<file path="config.mk">
export PLATFORM = sky130hd
export DESIGN_NAME = rc_pwm_pulse_width_capture_core
export DESIGN_NICKNAME = d
export VERILOG_FILES = /design/src/sv/rcpw_pkg.sv /design/src/sv/rcpw_width.sv /design/src/sv/rc_pwm_pulse_width_capture_core.sv
export SDC_FILE = /design/constraint.sdc
export NUM_CORES = 1
export LEC_CHECK = 0
export ABC_AREA = 1
export CORE_ASPECT_RATIO = 2
export CORE_MARGIN = 3
export CORE_UTILIZATION = 40
export CTS_BUF_LIST = sky130_fd_sc_hd__clkbuf_4
export CTS_CLUSTER_SIZE = 30
export DETAILED_ROUTE_END_ITERATION = 8
export DONT_BUFFER_PORTS = 1
export PLACE_DENSITY = 0.54
export SLEW_MARGIN = 15
export SYNTH_ARGS = -nofsm -noshare
export SYNTH_HDL_FRONTEND = slang
export SYNTH_SLANG_ARGS = --single-unit
</file>
<file path="constraint.sdc">
create_clock -name clk -period 9.6 [get_ports clk]
set_input_delay 1.44 -clock clk [delete_from_list [all_inputs] [get_ports clk]]
set_output_delay 1.44 -clock clk [all_outputs]
set_load 0.02 [all_outputs]
</file>
<file path="src/sv/rcpw_pkg.sv">
`timescale 1ns / 1ps

package rcpw_pkg;

	localparam int NUM_LINES = 5;
	localparam int CHANNELS = 5;
	localparam int USED_CHANNELS = (CHANNELS < NUM_LINES) ? CHANNELS : NUM_LINES;
	localparam int TICKS_PER_MICROSECOND = 40;

	localparam int CH_BITS = 3;
	localparam int PIN_BITS = 5;
	localparam int TICK_BITS = 32;
	localparam int WIDTH_BITS = 16;

	localparam logic [CH_BITS-1:0] NO_CHANNEL = 3'd5;
	localparam logic [WIDTH_BITS-1:0] WIDTH_MAX = 16'hFFFF;

	// pin bit of each channel, in priority order
	localparam logic [PIN_BITS-1:0] CHAN_MASK [NUM_LINES] = '{
		5'b00100,   // aileron
		5'b01000,   // elevator
		5'b00010,   // throttle
		5'b10000,   // rudder
		5'b00001    // althold
	};

	// reciprocal divide by TICKS_PER_MICROSECOND; exact for every delta below SAT_LIMIT
	localparam logic [63:0] SAT_LIMIT = 64'd65536 * 64'(TICKS_PER_MICROSECOND);
	localparam int DELTA_BITS = $clog2(SAT_LIMIT);
	localparam int SHIFT_BITS = $clog2(TICKS_PER_MICROSECOND);
	localparam int RECIP_SHIFT = DELTA_BITS + SHIFT_BITS;
	localparam logic [63:0] RECIP =
		((64'd1 << RECIP_SHIFT) + 64'(TICKS_PER_MICROSECOND) - 64'd1)
		/ 64'(TICKS_PER_MICROSECOND);
	localparam int PROD_BITS = RECIP_SHIFT + WIDTH_BITS;

	typedef struct packed {
		logic [PIN_BITS-1:0]  pin_levels;
		logic [PIN_BITS-1:0]  edge_flags;
		logic [TICK_BITS-1:0] tick_count;
	} rcpw_in_t;

	typedef struct packed {
		logic [CH_BITS-1:0]    channel;
		logic [WIDTH_BITS-1:0] pulse_width_us;
	} rcpw_out_t;

endpackage

</file>
<file path="src/sv/rcpw_width.sv">
`timescale 1ns / 1ps

module rcpw_width import rcpw_pkg::*; (
	input  logic [TICK_BITS-1:0]  delta,
	output logic [WIDTH_BITS-1:0] width_us
);

	logic [DELTA_BITS-1:0] delta_nar;
	logic [PROD_BITS-1:0]  prod;

	assign delta_nar = delta[DELTA_BITS-1:0];
	assign prod = PROD_BITS'(delta_nar) * PROD_BITS'(RECIP);

	// at or above the limit the quotient would exceed 16 bits
	always_comb begin
		if (64'(delta) >= SAT_LIMIT) begin
			width_us = WIDTH_MAX;
		end else begin
			width_us = prod[RECIP_SHIFT +: WIDTH_BITS];
		end
	end

endmodule

</file>
<file path="src/sv/rc_pwm_pulse_width_capture_core.sv">
`timescale 1ns / 1ps
// RC receiver pulse-width capture, five channels.
// Throughput: one pin-change request per clock, sustained while results are not held.
// Path: a taken request is captured in the input register, and its result is then
// computed into the output register, where it is valid for handoff.
// Stalls: a request with a result waits in the input register while the output is held.
// Reset: no channel active; start times hold garbage until a channel starts.

module rc_pwm_pulse_width_capture_core import rcpw_pkg::*; (
	input  logic      clk,
	input  logic      arst_n,

	input  logic      pin_valid,
	output logic      pin_stall,
	input  rcpw_in_t  pin_data,

	output logic      pulse_valid,
	input  logic      pulse_stall,
	output rcpw_out_t pulse_data
);

	// input register
	logic     valid_s1;
	rcpw_in_t req_s1;

	// channel state
	logic [CH_BITS-1:0]   active_q;
	logic [TICK_BITS-1:0] start_q [NUM_LINES];

	// output register
	logic      pulse_valid_q;
	rcpw_out_t pulse_q;

	logic                  hit;
	logic [CH_BITS-1:0]    hit_idx;
	logic                  active_ok;
	logic [CH_BITS-1:0]    act_idx;
	logic                  flag_set;
	logic                  has_result;
	logic                  out_free;
	logic                  s1_go;
	logic [TICK_BITS-1:0]  delta;
	logic [WIDTH_BITS-1:0] width_us;

	// Priority pick: walk from lowest priority up so the first high pin wins.
	always_comb begin
		hit = 1'b0;
		hit_idx = '0;
		for (int k = USED_CHANNELS - 1; k >= 0; k--) begin
			if ((req_s1.pin_levels & CHAN_MASK[k]) != '0) begin
				hit = 1'b1;
				hit_idx = CH_BITS'(k);
			end
		end
	end

	// codes at or past the used channel count mean nothing active
	assign active_ok = (32'(active_q) < USED_CHANNELS);
	assign act_idx = active_ok ? active_q : '0;
	assign flag_set = active_ok && ((req_s1.edge_flags & CHAN_MASK[act_idx]) != '0);
	assign has_result = !hit && flag_set;

	// wraps modulo 2^32, so one counter rollover per pulse is fine
	assign delta = req_s1.tick_count - start_q[act_idx];

	rcpw_width u_width (
		.delta    (delta),
		.width_us (width_us)
	);

	// An item that makes no result never waits on the output side.
	assign out_free = !pulse_valid_q || !pulse_stall;
	assign s1_go = valid_s1 && (!has_result || out_free);
	assign pin_stall = valid_s1 && !s1_go;

	always_ff @(posedge clk or negedge arst_n) begin
		if (!arst_n) begin
			valid_s1 <= 1'b0;
		end else if (!pin_stall) begin
			valid_s1 <= pin_valid;
		end
	end

	always_ff @(posedge clk) begin
		if (pin_valid && !pin_stall) begin
			req_s1 <= pin_data;
		end
	end

	// Any event with no pin high ends the active pulse, result or not.
	always_ff @(posedge clk or negedge arst_n) begin
		if (!arst_n) begin
			active_q <= NO_CHANNEL;
		end else if (s1_go) begin
			if (hit) begin
				active_q <= hit_idx;
			end else begin
				active_q <= NO_CHANNEL;
			end
		end
	end

	always_ff @(posedge clk) begin
		if (s1_go && hit) begin
			start_q[hit_idx] <= req_s1.tick_count;
		end
	end

	always_ff @(posedge clk or negedge arst_n) begin
		if (!arst_n) begin
			pulse_valid_q <= 1'b0;
		end else if (s1_go && has_result) begin
			pulse_valid_q <= 1'b1;
		end else if (!pulse_stall) begin
			pulse_valid_q <= 1'b0;
		end
	end

	always_ff @(posedge clk) begin
		if (s1_go && has_result) begin
			pulse_q.channel <= act_idx;
			pulse_q.pulse_width_us <= width_us;
		end
	end

	assign pulse_valid = pulse_valid_q;
	assign pulse_data = pulse_q;

endmodule
</file>
Word-level counts from Yosys, hierarchy flattened
Memory sizes are Yosys's and may differ from the RTL's.
Cells that the tools add are included.
Word-level totals
  flip-flop bits (word level): 66
  bits in read-only memories: 40
  bits in writable memories: 160
  memories kept: 2
  output and inout bits: 21
Memories
  start_q: depth 5, bits a word 32, read ports 1, clocked after Yosys merged registers in 0, write ports 1, RTL line rc_pwm_pulse_width_capture_core.sv:28  | logic [TICK_BITS-1:0] start_q [NUM_LINES];
  (name not given): depth 8, bits a word 5, read ports 1, clocked after Yosys merged registers in 0, write ports 0, RTL line rc_pwm_pulse_width_capture_core.sv:60  | assign flag_set = active_ok && ((req_s1.edge_flags & CHAN_MASK[act_idx]) != '0);
Cells by class
  bitwise operators: 2
  $lt $le $gt $ge: 3
  muxes and demuxes: 18
  equality and inequality tests: 1
  multiply operators: 1
  $add $sub $neg: 1
  reduce and logical (&&, ||, !) cells: 16
Operators with widths (count)
  22-bit by 23-bit multiplier with 44-bit output, second input constant: 1
  32-bit by 22-bit >= comparator with 1-bit output, second input constant: 1
  32-bit subtractor: 1
  3-bit 2-to-1 mux: 7
  5-bit 2-to-1 mux: 2
  1-bit 2-to-1 mux: 9
  1-bit logical AND: 7
  1-bit logical NOT: 6
  5-bit AND: 1
  5-bit nonzero test: 1
  4-bit >= comparator, second input constant: 1
  3-bit inverter with 4-bit output: 1
  3-bit less-than comparator, second input constant: 1
  1-bit logical OR: 2
  2-bit by 1-bit inequality test with 1-bit output, second input constant: 1

Depth between registers and ports, before layout
  depth after elaboration: 17
  mapped depth: 47
  depth with buffers taken out: 46

By module
From an unflattened synthesis, not the netlist that was laid out.
Unflattened totals
  cells, all modules: 2067
  area total of the unflattened synthesis: 18856.8 um^2
By module, submodules not included
  rc_pwm_pulse_width_capture_core: instances 1, sequential area each 6764.0 um^2, area each 10455.0 um^2, cells an instance 972
  rcpw_width: instances 1, sequential area each 0.0 um^2, area each 8401.8 um^2, cells an instance 1095

Worst setup path after synthesis
OpenSTA, ideal clock, no wires.
  path kind: register to register
  start point: register active_q[2]
  end point: register pulse_q (netlist bit pulse_data[11]), data pin
  clock period less this slack: 8.349 ns
  stages on the path, launching flop included: 44
  slack: 1.251 ns
  setup time: 0.132 ns
  arrival time: 8.217 ns
  buffers on the path: 0
  cell sequence: dfstp_2 inv_2 nand2_1 inv_2 nor2_1 inv_1 or2_0 a32oi_1 inv_1 fa_1 inv_1 nand3_1 nand3_1 nand3_1 nand3_1 a31o_2 xor2_1 inv_1 (+8 left out) inv_1 fa_1 fa_1 inv_1 fa_1 inv_1 ha_1 nand2_1 nor2_1 inv_1 nor2_1 inv_1 nor2_1 inv_1 o21ai_0 nor3_1 or2_2 nand3_2
Between the ends
  longest elaborated chain between the ends: 5
RTL lines
  start, declared: RTL line rc_pwm_pulse_width_capture_core.sv:27  | logic [CH_BITS-1:0] active_q;
  start signal, assigned: RTL line rc_pwm_pulse_width_capture_core.sv:96  | active_q <= hit_idx;
  3-bit less-than comparator *: RTL line rc_pwm_pulse_width_capture_core.sv:58  | assign active_ok = (32'(active_q) < USED_CHANNELS);
  3-bit 2-to-1 mux *: RTL line rc_pwm_pulse_width_capture_core.sv:59  | assign act_idx = active_ok ? active_q : '0;
  named net act_idx[0]: RTL line rc_pwm_pulse_width_capture_core.sv:37  | logic [CH_BITS-1:0] act_idx;
  memory 5 x 32 bit *
  32-bit subtractor *: RTL line rc_pwm_pulse_width_capture_core.sv:64  | assign delta = req_s1.tick_count - start_q[act_idx];
  22-bit by 23-bit multiplier with 44-bit output / 32-bit by 22-bit >= comparator with 1-bit output (equally long branches): RTL line rcpw_width.sv:12, rcpw_width.sv:16
  end, declared: RTL line rc_pwm_pulse_width_capture_core.sv:32  | rcpw_out_t pulse_q;
Mark *: on every way through the listed nets, which the timed path passes. The rest lies on a longest branch.
A chain may end at the register's enable or synchronous reset.

Worst setup path after layout
  start point: register active_q[2]
  end point: register pulse_q (netlist bit pulse_data[8]), data pin
The elaborated chain is that of the path after synthesis.

==> results.py <==
metrics = {
    "setup_path": {
        "crit_type": "register to register",
        "cp-start-kind": "register",
        "cp-end-kind": "register",
        "worst_ep_required_time_ns": 10.00,
        "max_stage_delay_ns": 0.66,
        "critPathSlowestCell": "fa_1",
        "crit_fanout": 6,
        "crit_arrival_ns": 9.53,
    },
    "sta": {
        "slew_violations": 0,
        "post-route-period-util": 0.951,
        "worst_pin_slew_ns": 0.988,
        "min_period_ns": 9.12,
        "rsz0062_at_grt": "no",
        "skew_ns": 0.0451,
        "slew_headroom": 0.341,
        "hold_viol": 0,
        "tns_ns": 0,
        "fmax_mhz": 110,
        "setup_viol": 0,
    },
    "global_route": {
        "grt_pass1_wl_mm": 86.2,
        "grt.overflow.total": 0,
        "grt_max_degree": 43,
        "track_usage": 0.240,
        "antenna_found_initial": 2,
        "grt_pass1_vias": 15300,
    },
    "route": {
        "avgRoutedWirePerCell_um": 21.0,
        "drt_wl_total_mm": 57.6,
        "drt_iter0_markers": 476,
        "detail-route-antenna-nets": 0,
        "first_pass_iters": 5,
        "drc": 0,
        "vias": 13800,
        "vias_per_cell": 5.05,
    },
    "placed_design": {
        "dp_cells": 2652,
        "routabilityCongestion": 0.977,
        "place.port_buffers": 0,
        "post-dp-hpwl_mm": 49.0,
    },
    "clock_tree": {
        "root_buffer": "clkbuf_4",
        "cts_tree": "yes",
        "htree_levels": 2,
        "clock-sinks": 226,
        "clk_latency_ns": 0.73,
        "cts_resized": 0,
        "ctsHoldBuffers": 0,
        "cts_setup_buffers": 0,
        "clockBufferDepth": 3,
        "cts_made_buffers": 50,
        "path_clk_slew_ns": 0.07,
    },
    "logic_synthesis": {
        "synth_seq_cells": 226,
        "yosys_most_used_dff": "edfxtp_1",
        "synth_edf_count": 221,
        "synth_warnings": 0,
        "syn_area_sq_um": 18600,
        "ys_seq_area_frac": 0.364,
        "avgSynthCellArea_sq_um": 9.37,
        "syn-num-nets": 2390,
        "async_reset_ff_frac": 0.0221,
        "synthCells": 1984,
        "synth_cell_types": 47,
    },
    "floorplanning": {
        "start_util": 0.406,
        "core_sq_um": 45800,
        "design.portCount": 67,
        "fp-row-count": 111,
        "die_y_um": 311,
        "die_w_um": 158,
        "die_area_sq_um": 49200,
    },
    "final_layout": {
        "area_growth_pct": 12.4,
        "drive_above_1_share": 0.120,
        "fin_nets": 2545,
        "stdcell_count": 2739,
        "n_fill_cell": 4510,
    },
    "worst_hold_path": {
        "hold_class": "input pin to asynchronous set/reset pin",
    },
    "outcome": {
        "status": "complete, no violations",
    },
    "run": {
        "maxCapViolations": 0,
    },
}
## worst max-delay path: cells and delay by family, from the launching register on
| family | cells | cell delay, ns |
|---|---|---|
| AOI/OAI and AO/OA | 5 | 0.81 |
| xor gates and xnor gates | 1 | 0.49 |
| adders and majority gates | 9 | 4.43 |
| buffers and inverters | 7 | 0.62 |
| DFF | 1 | 0.57 |
| and+or+nand+nor | 14 | 1.87 |
## registers in the layout (all words and copies together) (netlist names)
| signal | cells |
|---|---|
| active_q | 3 |
| pulse_data | 19 |
| pulse_valid | 1 |
| req_s1 | 42 |
| start_q | 160 |
| valid_s1 | 1 |
## cells in the mapped netlist (5+ instances only)
| library cell | number | area share |
|---|---|---|
| inv_1 | 438 | 0.088 |
| nand2_1 | 383 | 0.077 |
| edfxtp_1 | 221 | 0.36 |
| ha_1 | 217 | 0.15 |
| fa_1 | 143 | 0.15 |
| nor2_1 | 141 | 0.028 |
| a21oi_1 | 87 | 0.023 |
| nand3_1 | 66 | 0.018 |
| o21ai_0 | 60 | 0.016 |
| a22oi_1 | 24 | 0.0097 |
| nand4_1 | 24 | 0.0081 |
| nand2_2 | 20 | 0.0067 |
| nor3_1 | 20 | 0.0054 |
| xor2_1 | 17 | 0.0080 |
| a41o_1 | 12 | 0.0065 |
| clkbuf_1 | 11 | 0.0022 |
| a31oi_1 | 8 | 0.0027 |
| nand3_2 | 8 | 0.0043 |
| xnor2_1 | 8 | 0.0038 |
| inv_2 | 7 | 0.0014 |
| o22ai_1 | 7 | 0.0024 |
| nor2_2 | 6 | 0.0020 |
| nand3b_1 | 5 | 0.0020 |
| o21bai_1 | 5 | 0.0020 |
## kinds of logic after synthesis
logic type	count (synthesis)	share of synthesized area
buffers and inverters	461	0.0940
AO/OA/AOI/OAI	221	0.0704
AND/OR/NAND/NOR	691	0.160
adder cells (fa/ha/maj)	360	0.300
flip-flops	226	0.364
XOR/XNOR	25	0.0118
## stage by stage
step	util	area, sq um	hold slack (ns)	setup slack (ns)
after floorplan	-	18600	0.499	1.25
after global placement	0.441	20200	0.519	0.359
after detailed placement	0.441	20200	0.515	0.238
after CTS	0.455	20900	0.288	0.143
after global routing	0.456	20900	0.320	0.0144
final	0.456	20900	0.400	0.475
## layout make-up
type / instances / area [sq um] / area share
clock inverters: 19 / 144 / 0.00689
repair buffers: 118 / 948 / 0.0454
well taps: 565 / 707 / 0.0338
clock buffers: 67 / 503 / 0.0241
inverters: 446 / 1670 / 0.0802
diodes: 1 / 2.50 / 0.000120
multi-input cells: 1297 / 10100 / 0.486
flip-flops and latches: 226 / 6760 / 0.324
## layout by cell type, fill, tap and decap left out, drive strengths merged, types with 3 or more instances in the layout
| cell type | netlist | final |
|---|---|---|
| nand4 | 25 | 25 |
| dfrtp | 3 | 3 |
| clkbuf | 11 | 67 |
| fa | 143 | 143 |
| and3 | 3 | 3 |
| nand3 | 74 | 74 |
| a31oi | 8 | 8 |
| ha | 217 | 217 |
| o21bai | 5 | 5 |
| nor2 | 150 | 150 |
| nor3 | 22 | 22 |
| inv | 445 | 447 |
| o211ai | 4 | 4 |
| a21o | 3 | 3 |
| o21ai | 60 | 60 |
| a22oi | 24 | 24 |
| or2 | 5 | 5 |
| clkinv | 1 | 15 |
| a21oi | 87 | 87 |
| a41o | 12 | 12 |
| xnor2 | 8 | 8 |
| a31o | 3 | 3 |
| nand3b | 5 | 5 |
| buf | 4 | 118 |
| edfxtp | 221 | 221 |
| nand2 | 403 | 403 |
| xor2 | 17 | 17 |
| o22ai | 7 | 7 |
## metal layers
layer | up-vias | GRT usage | part of all wire
li1 | 6759 | - | -
met4 | 2 | 0.210 | 0.11
met3 | 206 | 0.0299 | 0.029
met5 | - | 0 | 0.00024
met2 | 374 | 0.475 | 0.58
met1 | 6497 | 0.190 | 0.28
## final timing paths
| kind | start | end | depth (start not counted) | slack, ns |
|---|---|---|---|---|
| hold / removal | arst_n | active_q[1] | 0 | 0.40 |
| setup reg to reg | active_q[2] | pulse_data[8] | 36 | 0.48 |
| hold reg to reg | active_q[0] | active_q[0] | 2 | 0.53 |
| max in group asynchronous | arst_n | active_q[2] | 0 | 9.03 |
| setup / recovery | active_q[2] | pulse_data[8] | 36 | 0.48 |
| min in group clk | active_q[0] | active_q[0] | 2 | 0.53 |
Power is not shown: default switching activity piles up to over one toggle a cycle in this logic, so the estimate is an artifact.
